`src/sv/sound_log_command_parser_macros.svh`:
```
// assertion macros for the sound log command parser
`ifndef SOUND_LOG_COMMAND_PARSER_MACROS_SVH
`define SOUND_LOG_COMMAND_PARSER_MACROS_SVH

`ifndef SYNTHESIS
`define SLCP_ASSERT_IMP(label, clk, rst_n, ante, cons) \
	label: assert property (@(posedge clk) disable iff (!rst_n) (ante) |-> (cons)) \
		else $error("assertion failed");
`define SLCP_ASSERT_NXT(label, clk, rst_n, ante, cons) \
	label: assert property (@(posedge clk) disable iff (!rst_n) (ante) |=> (cons)) \
		else $error("assertion failed");
`else
`define SLCP_ASSERT_IMP(label, clk, rst_n, ante, cons)
`define SLCP_ASSERT_NXT(label, clk, rst_n, ante, cons)
`endif

`endif

```
`src/sv/slcp_pkg.sv`:
```
// types, opcode constants and decode functions for the sound log command parser
package slcp_pkg;

	localparam logic [7:0] OP_WAIT_N     = 8'h61;
	localparam logic [7:0] OP_WAIT_735   = 8'h62;
	localparam logic [7:0] OP_WAIT_882   = 8'h63;
	localparam logic [7:0] OP_END        = 8'h66;
	localparam logic [7:0] OP_DATA_BLOCK = 8'h67;
	localparam logic [7:0] OP_PWM        = 8'hB2;

	localparam logic [15:0] WAIT_NTSC    = 16'd735;
	localparam logic [15:0] WAIT_PAL     = 16'd882;
	localparam logic [15:0] PWM_MASK     = 16'h0FFF;
	localparam logic [7:0]  PORT_MASK    = 8'h7F;
	localparam logic [7:0]  NIBBLE_MASK  = 8'h0F;

	localparam int TDATA_W = 88;

	typedef struct packed {
		logic       valid;
		logic [5:0] code;
	} chip_t;

	typedef struct packed {
		logic [1:0]  pad;
		logic [15:0] data_word;
		logic [7:0]  data_byte;
		logic [7:0]  reg_address;
		logic [6:0]  chip_port;
		logic        chip_instance;
		logic [5:0]  chip_code;
		logic [7:0]  command_code;
		logic [31:0] event_tick;
	} event_t;

	function automatic logic [3:0] cmd_len(input logic [7:0] op);
		logic [3:0] len;
		if (op < 8'h20) len = 4'd1;
		else if (op == 8'h20 || op == 8'h22) len = 4'd3;
		else if (op < 8'h40) len = 4'd2;
		else if (op < 8'h4F) len = 4'd3;
		else if (op <= 8'h50) len = 4'd2;
		else if (op < 8'h60) len = 4'd3;
		else if (op == OP_WAIT_N) len = 4'd3;
		else if (op == OP_DATA_BLOCK) len = 4'd7;
		else if (op == 8'h68) len = 4'd12;
		else if (op < 8'h90) len = 4'd1;
		else if (op == 8'h90) len = 4'd3;
		else if (op == 8'h93) len = 4'd4;
		else if (op == 8'h95) len = 4'd5;
		else if (op < 8'h95) len = 4'd2;
		else if (op < 8'hA0) len = 4'd1;
		else if (op < 8'hC0) len = 4'd3;
		else if (op < 8'hC3) len = 4'd5;
		else if (op < 8'hC9) len = 4'd4;
		else if (op < 8'hD0) len = 4'd1;
		else if (op < 8'hD3) len = 4'd4;
		else if (op < 8'hD7) len = 4'd5;
		else if (op == 8'hE0 || op == 8'hE1) len = 4'd5;
		else len = 4'd1;
		return len;
	endfunction

	function automatic logic [5:0] ym_family(input logic [3:0] lo);
		logic [5:0] c;
		unique case (lo)
			4'h1: c = 6'd2;
			4'h2, 4'h3: c = 6'd3;
			4'h4: c = 6'd4;
			4'h5: c = 6'd5;
			4'h6, 4'h7: c = 6'd6;
			4'h8, 4'h9: c = 6'd7;
			4'hA: c = 6'd8;
			4'hB: c = 6'd9;
			4'hC: c = 6'd10;
			4'hD: c = 6'd11;
			4'hE, 4'hF: c = 6'd12;
			default: c = 6'd0;
		endcase
		return c;
	endfunction

	function automatic chip_t chip_of(input logic [7:0] op);
		chip_t ch;
		ch.valid = 1'b1;
		ch.code  = 6'd0;
		if ((op >= 8'h51 && op <= 8'h5F) || (op >= 8'hA1 && op <= 8'hAF)) begin
			ch.code = ym_family(op[3:0]);
		end else if (op[7:4] == 4'h8) begin
			ch.code = 6'd3;
		end else if (op[7:4] == 4'hB) begin
			ch.code = (op[3:0] == 4'h0) ? 6'd13 : 6'd12 + {2'b00, op[3:0]};
		end else begin
			unique case (op)
				8'h20, 8'h31, 8'hA0: ch.code = 6'd0;
				8'h30, 8'h3F, 8'h4F, 8'h50: ch.code = 6'd1;
				8'hC0: ch.code = 6'd28;
				8'hC1, 8'hC2: ch.code = 6'd13;
				8'hC3: ch.code = 6'd17;
				8'hC4: ch.code = 6'd26;
				8'hC5, 8'hD3: ch.code = 6'd29;
				8'hC6, 8'hD4: ch.code = 6'd30;
				8'hC7: ch.code = 6'd31;
				8'hC8: ch.code = 6'd22;
				8'hD0: ch.code = 6'd32;
				8'hD1: ch.code = 6'd33;
				8'hD2: ch.code = 6'd34;
				8'hE0: ch.code = 6'd3;
				8'hE1: ch.code = 6'd35;
				default: ch.valid = 1'b0;
			endcase
		end
		return ch;
	endfunction

endpackage

```
`src/sv/sound_log_command_parser.sv`:
```
// sound log command parser: byte stream in, register-write events out
// path: an accepted byte is held in the input register, then its event is written to the event register
// throughput: one byte per cycle, set by the single decode stage between the
//   input register and the event register; a held event stalls the input register
// reset: arst_n clears the parser state, except the operand bytes, asynchronously; a byte with tlast also
//   returns the parser to its reset state after that byte is handled
`include "sound_log_command_parser_macros.svh"

module sound_log_command_parser (
	input  logic                         clk,
	input  logic                         arst_n,
	input  logic                         s_axis_tvalid,
	output logic                         s_axis_tready,
	input  logic [7:0]                   s_axis_tdata,  // stream_byte
	input  logic                         s_axis_tlast,  // final_byte
	output logic                         m_axis_tvalid,
	input  logic                         m_axis_tready,
	// event_tick, command_code, chip_code, chip_instance, chip_port,
	// reg_address, data_byte, data_word, zero fill
	output logic [slcp_pkg::TDATA_W-1:0] m_axis_tdata
);

	logic        valid_s1;
	logic [7:0]  byte_s1;
	logic        last_s1;

	logic [3:0]       phase_q, phase_d, phase_inc;
	logic [7:0]       held_q, held_d;
	logic [3:0][7:0]  ops_q, ops_d;
	logic [31:0]      skip_q, skip_d;
	logic [31:0]      tick_q, tick_d;
	logic             ended_q, ended_d;

	logic             advance;
	logic             exec_en;
	logic [7:0]       exec_op;
	logic [3:0]       exec_len;
	slcp_pkg::chip_t  chip;
	logic [15:0]      tick_inc;
	logic             emit;
	slcp_pkg::event_t ev;

	logic             out_valid_q;
	slcp_pkg::event_t out_q;

	assign advance       = valid_s1 && (!out_valid_q || m_axis_tready);
	assign s_axis_tready = !valid_s1 || advance;
	assign m_axis_tvalid = out_valid_q;
	assign m_axis_tdata  = out_q;

	// input register
	always_ff @(posedge clk or negedge arst_n) begin
		if (!arst_n) begin
			valid_s1 <= 1'b0;
		end else if (s_axis_tready) begin
			valid_s1 <= s_axis_tvalid;
		end
	end

	always_ff @(posedge clk) begin
		if (s_axis_tready && s_axis_tvalid) begin
			byte_s1 <= s_axis_tdata;
			last_s1 <= s_axis_tlast;
		end
	end

	// command sequencing
	always_comb begin
		phase_d   = phase_q;
		held_d    = held_q;
		ops_d     = ops_q;
		skip_d    = skip_q;
		ended_d   = ended_q;
		exec_en   = 1'b0;
		exec_op   = held_q;
		phase_inc = phase_q + 4'd1;
		if (ended_q) begin
			phase_d = phase_q;
		end else if (skip_q != 32'd0) begin
			skip_d = skip_q - 32'd1;
		end else if (phase_q == 4'd0) begin
			if (slcp_pkg::cmd_len(byte_s1) == 4'd1) begin
				exec_en = 1'b1;
				exec_op = byte_s1;
			end else begin
				held_d  = byte_s1;
				phase_d = 4'd1;
			end
		end else begin
			if (held_q == slcp_pkg::OP_DATA_BLOCK) begin
				if (phase_q >= 4'd3) begin
					ops_d[phase_q[1:0] - 2'd3] = byte_s1;
				end
			end else if (phase_q <= 4'd4) begin
				ops_d[phase_q[1:0] - 2'd1] = byte_s1;
			end
			if (phase_inc >= slcp_pkg::cmd_len(held_q)) begin
				phase_d = 4'd0;
				exec_en = 1'b1;
			end else begin
				phase_d = phase_inc;
			end
		end
	end

	// command execution
	always_comb begin
		exec_len         = slcp_pkg::cmd_len(exec_op);
		chip             = slcp_pkg::chip_of(exec_op);
		tick_inc         = 16'd0;
		emit             = 1'b0;
		ev               = '0;
		ev.event_tick    = tick_q;
		ev.command_code  = exec_op;
		ev.chip_code     = chip.code;
		ev.chip_instance = (exec_op >= 8'hA1 && exec_op <= 8'hAF) || (exec_op[7:4] == 4'h3);
		unique case (exec_len)
			4'd2: ev.data_byte = ops_d[0];
			4'd3: begin
				ev.reg_address = ops_d[0];
				ev.data_byte   = ops_d[1];
				if (exec_op == 8'h53 || exec_op == 8'hA3 || exec_op == 8'h57 ||
						exec_op == 8'hA7 || exec_op == 8'h59 || exec_op == 8'hA9 ||
						exec_op == 8'h5F || exec_op == 8'hAF) begin
					ev.chip_port = 7'd1;
				end else if (exec_op == slcp_pkg::OP_PWM) begin
					ev.reg_address = ops_d[0] >> 4;
					ev.data_word   = {ops_d[0], ops_d[1]} & slcp_pkg::PWM_MASK;
				end
			end
			4'd4: begin
				ev.chip_instance = ops_d[0][7];
				ev.chip_port     = 7'(ops_d[0] & slcp_pkg::PORT_MASK);
				ev.reg_address   = ops_d[1];
				ev.data_byte     = ops_d[2];
			end
			4'd5: begin
				ev.chip_instance = ops_d[0][7];
				ev.chip_port     = 7'(ops_d[0] & slcp_pkg::PORT_MASK);
				ev.reg_address   = ops_d[1];
				ev.data_byte     = ops_d[2];
				ev.data_word     = {ops_d[2], ops_d[3]};
			end
			default: ev.data_byte = 8'd0;
		endcase

		if (exec_en) begin
			if (chip.valid) begin
				emit = 1'b1;
				if (exec_op[7:4] == 4'h8) begin
					tick_inc = 16'(exec_op & slcp_pkg::NIBBLE_MASK);
				end
			end else if (exec_op == slcp_pkg::OP_WAIT_N) begin
				tick_inc = {ops_d[1], ops_d[0]};
			end else if (exec_op == slcp_pkg::OP_WAIT_735) begin
				tick_inc = slcp_pkg::WAIT_NTSC;
			end else if (exec_op == slcp_pkg::OP_WAIT_882) begin
				tick_inc = slcp_pkg::WAIT_PAL;
			end else if (exec_op[7:4] == 4'h7) begin
				tick_inc = 16'(exec_op & slcp_pkg::NIBBLE_MASK) + 16'd1;
			end
		end
		tick_d = tick_q + 32'(tick_inc);
	end

	// parser state
	always_ff @(posedge clk or negedge arst_n) begin
		if (!arst_n) begin
			phase_q <= 4'd0;
			held_q  <= 8'd0;
			skip_q  <= 32'd0;
			tick_q  <= 32'd0;
			ended_q <= 1'b0;
		end else if (advance) begin
			if (last_s1) begin
				phase_q <= 4'd0;
				held_q  <= 8'd0;
				skip_q  <= 32'd0;
				tick_q  <= 32'd0;
				ended_q <= 1'b0;
			end else begin
				phase_q <= phase_d;
				held_q  <= held_d;
				tick_q  <= tick_d;
				if (exec_en && !chip.valid && exec_op == slcp_pkg::OP_DATA_BLOCK) begin
					skip_q <= ops_d;
				end else begin
					skip_q <= skip_d;
				end
				ended_q <= ended_d || (exec_en && !chip.valid && exec_op == slcp_pkg::OP_END);
			end
		end
	end

	always_ff @(posedge clk) begin
		if (advance) begin
			ops_q <= ops_d;
		end
	end

	// event register
	always_ff @(posedge clk or negedge arst_n) begin
		if (!arst_n) begin
			out_valid_q <= 1'b0;
		end else if (advance && emit) begin
			out_valid_q <= 1'b1;
		end else if (m_axis_tready) begin
			out_valid_q <= 1'b0;
		end
	end

	always_ff @(posedge clk) begin
		if (advance && emit) begin
			out_q <= ev;
		end
	end

	`SLCP_ASSERT_IMP(a_ended_idle, clk, arst_n, ended_q, phase_q == 4'd0 && skip_q == 32'd0)
	`SLCP_ASSERT_IMP(a_skip_idle, clk, arst_n, skip_q != 32'd0, phase_q == 4'd0)
	`SLCP_ASSERT_NXT(a_last_reset, clk, arst_n, advance && last_s1,
		phase_q == 4'd0 && !ended_q && tick_q == 32'd0 && skip_q == 32'd0)
	`SLCP_ASSERT_IMP(a_emit_exec, clk, arst_n, emit, exec_en && chip.valid)

endmodule

```
`config.mk`:
```
export PLATFORM = sky130hd
export DESIGN_NAME = sound_log_command_parser
export DESIGN_NICKNAME = d
export VERILOG_FILES = /design/src/sv/slcp_pkg.sv /design/src/sv/sound_log_command_parser.sv
export VERILOG_INCLUDE_DIRS = /design/src /design/src/sv
export SDC_FILE = /design/constraint.sdc
export NUM_CORES = 1
export LEC_CHECK = 0
export ABC_AREA = 0
export BUFFER_PORTS_ARGS = -buffer_cell sky130_fd_sc_hd__buf_2
export CAP_MARGIN = 20
export CELL_PAD_IN_SITES_DETAIL_PLACEMENT = 0
export CELL_PAD_IN_SITES_GLOBAL_PLACEMENT = 1
export CORE_MARGIN = 4
export CORE_UTILIZATION = 27
export DETAILED_ROUTE_END_ITERATION = 10
export PLACE_DENSITY = 0.55
export SLEW_MARGIN = 20
export SYNTH_ARGS = -nofsm -noshare
export SYNTH_HDL_FRONTEND = slang
export SYNTH_SLANG_ARGS = --single-unit
```
`constraint.sdc`:
```
create_clock -name clk -period 8.36 [get_ports clk]
set_input_delay 2.09 -clock clk [delete_from_list [all_inputs] [get_ports clk]]
set_output_delay 2.09 -clock clk [all_outputs]
set_load 0.01 [all_outputs]
```
==> key figures <==
Flow run
  • Max-cap violations: 0

Yosys
  • Asr flop ratio synth: 0.383
  • Synth Area in Simple Gates: 0.176
  • Library cells used by synthesis: 82
  • Cell taking the most area after synthesis: edfxtp_1
  • Adder-cell share of the synthesized area: 0.0403
  • Mapped Area: 12300 um^2
  • Synth warnings: 0
  • Sequential area share after synthesis: 0.471
  • Post-Synth XOR/XNOR Area: 0.0235
  • Compound-cell area share of the yosys netlist: 0.192
  • Top cell type's share of synthesized area: 0.310
  • Mux share of post-synthesis cell area: 0.0531
  • Cells after Synth: 1252
  • Top FF cell, synth: edfxtp_1
  • Top cells by area in the synthesized netlist: edfxtp_1 31%, dfrtp_1 16%, ha_1 3.9%, o21ai_0 3.9%, mux2i_1 3.7%
  • #FFs+latches synth: 206
  • Avg Inst Size Synth: 9.81 um^2
  • Main combinational cell family by area after synthesis: compound AO/OA/AOI/OAI gates
  • Post-synth EDFFs: 127

Critical path
  • Crit path max fanout: 14
  • Critical Path End Type: register
  • CP startpoint kind: register
  • CP startpoint: byte_s1[2]
  • Worst r2r dst: tick_q[24]
  • Worst reg2reg startpoint: byte_s1[2]
  • R2R depth: 26
  • Flop2flop setup slack: 0.55 ns
  • WP data arrival: 8.20 ns
  • CP required: 8.75 ns
  • CP Capture Point: tick_q[24]
  • CP Class: reg2reg

STA
  • RSZ-0062 raised after global routing: no
  • Final Hold Viols: 0
  • Fin crit share: 0.935
  • Setup TNS: 0 ns
  • Number of setup violations in the final report: 0
  • Final Max Tran Viols: 0
  • Worst slew pin tran: 1.09 ns
  • Worst Skew: 0.0299 ns
  • F_max: 128 MHz
  • Fin worst setup slack: 0.547 ns
  • Worst slew margin: 0.271
  • Final Critical Period: 7.81 ns

GRT
  • Vias in the first global route: 10.3k
  • Gr ovfl total: 0
  • GRT Util Overall: 0.170
  • First-pass GRT wire length: 65800 um
  • Initial antenna violation count: 0
  • Largest net degree at the start of global routing: 70

Floorplanning
  • Starting density of the core: 0.275
  • Die Y: 221 um
  • Core ar.: 44600 um^2
  • Die W: 221 um
  • FP Rows: 77
  • I/O Pins: 103
  • Die ar.: 49000 um^2

Route
  • Drt wl/cell: 22.1 um
  • Drc violations: 0
  • Post-DRT Antenna Nets: 0
  • Final WL: 43500 um
  • Initial DRC Count: 738
  • Vias per cell: 5.33
  • First-pass detailed-route iteration total: 6
  • Total number of vias: 10.5k

Layout
  • Footprint of the multi-input gates: 5990 um^2
  • Commonest non-fill, non-tap cells in the layout: 127 x edfxtp_1, 107 x nand2_1, 104 x nor2_1
  • # diodes: 0
  • Most common cell after layout, fill and taps aside: edfxtp_1
  • Fin area: 14500 um^2
  • Layout cells sized above 1: 0.178
  • # nets final: 1406
  • P&R area growth vs syn: 17.8%
  • Non-filler cells, final: 1966
  • Fillers: 4551
  • Reg area: 5790 um^2

Clock network
  • Worst-path clk slew: 0.06 ns
  • CTS Buf Count: 26
  • # clock sinks: 206
  • Root Buffer: clkbuf_16
  • H-tree depth: 1
  • Hold_buf cts: 0
  • Post-CTS setup buffer count: 0
  • CTS tree: yes
  • Clk buf depth: 3
  • Worst skew pair latency: 0.56 ns

Place
  • GPL Wtd Cong: 0.852
  • Port bufs: 100
  • Placed Area: 13600 um^2
  • Dpl hpwl: 30800 um
  • Worst slack after detailed placement: -0.157 ns
  • Placed insts: 1918

Pwr
  • Pwr Density: 239 nW/um^2
  • Peak supply drop: 0.143 mV
  • Leak: 0.00577 uW

Worst hold path
  • Worst hold path class: reg2reg

Status
  • Status: completed
-- where the power goes --
part	leakage [uW]	internal, uW	switching, uW
sequential	0.00228	1180	110
clock	0.000434	699	474
combinational	0.00306	357	645
total	0.00577	2230	1230
-- worst max-delay path, stage by stage (launching register included) --
cell and delay (ns):
edfxtp_1 0.55, or4b_1 0.56, o221a_2 0.30, a211oi_4 0.30
or3_1 0.34, mux2i_1 0.32, inv_1 0.15, ha_1 0.39
o21ai_1 0.42, o21ai_0 0.14, nand3b_1 0.17, o31a_1 0.16
mux2i_1 0.16, or3_1 0.45, o211ai_1 0.17, o32ai_1 0.18
ha_1 0.24, fa_1 0.41, a21o_1 0.19, a21o_1 0.21
a2111oi_1 0.52, o31ai_1 0.25, o211ai_1 0.26, a31oi_1 0.27
o2111ai_1 0.28, xor2_1 0.18, nor2_1 0.05
-- cells in the mapped netlist, types with 15 or more instances --
library cell and number:
o21ai_0 95, nor2_1 104, ha_1 38, clkbuf_1 55, mux2i_1 46, dfrtp_1 79, inv_1 50, edfxtp_1 127
xor2_1 19, nand3_1 45, a21oi_1 67, mux2_2 17, nand2b_1 17, and2_1 15, nor2b_1 19, nand2_1 107
or3_1 19, o22ai_1 28, a21o_1 15, nor3_1 39
-- metrics by stage --
| stage | hold slack [ns] | power (uW) | utilization |
|---|---|---|---|
| detailed placement | 0.475 | 2290 | 0.304 |
| floorplan | 0.446 | 1960 | - |
| global route | 0.507 | 3650 | 0.324 |
| CTS | 0.489 | 3480 | 0.324 |
| finish | 0.489 | 3460 | 0.324 |
| global placement | 0.478 | 2290 | 0.304 |
-- worst min path at each step --
stage / startpoint / to / slack [ns] / cells after the start
floorplan: tick_q[31] / m_axis_tdata[31] / 0.45 / 0
global placement: tick_q[7] / m_axis_tdata[7] / 0.48 / 0
detailed placement: tick_q[7] / m_axis_tdata[7] / 0.48 / 0
CTS: tick_q[7] / m_axis_tdata[7] / 0.49 / 0
global route: tick_q[7] / m_axis_tdata[7] / 0.51 / 0
finish: tick_q[7] / m_axis_tdata[7] / 0.49 / 0
-- state kept, by name, summed over array words and instances, names as in the netlist, 4 cells and up --
name,flops
m_axis_tdata,86
ops_q,32
skip_q,32
tick_q,32
byte_s1,8
held_q,8
phase_q,4
-- metal layers --
metal	track usage	part of all wire
met1	0.231	0.44
met3	0.0209	0.048
met2	0.283	0.47
met4	0.0560	0.033
met5	0	0
-- layout make-up --
type,instances,share of cell area
tap,592,0.0512
clock buffer,28,0.0455
clock inverter,20,0.0158
timing repair buffer,148,0.0599
multi-input combinational,921,0.414
sequential,206,0.400
inverter,51,0.0132
-- logic make-up after synthesis --
family,after synthesis
compound gates,351
flops,206
simple gates,433
buf+inv,126
other cells,1
fa+ha+maj,39
mux,63
xor+xnor,33
-- repair_timing --
item | in CTS | in global routing
gates resized for setup | 2 | 5
endpoints found under the setup margin | 5 | 13
pin swaps | 0 | 0
cloned | 0 | 0
Power figures use the tool's default switching activity.
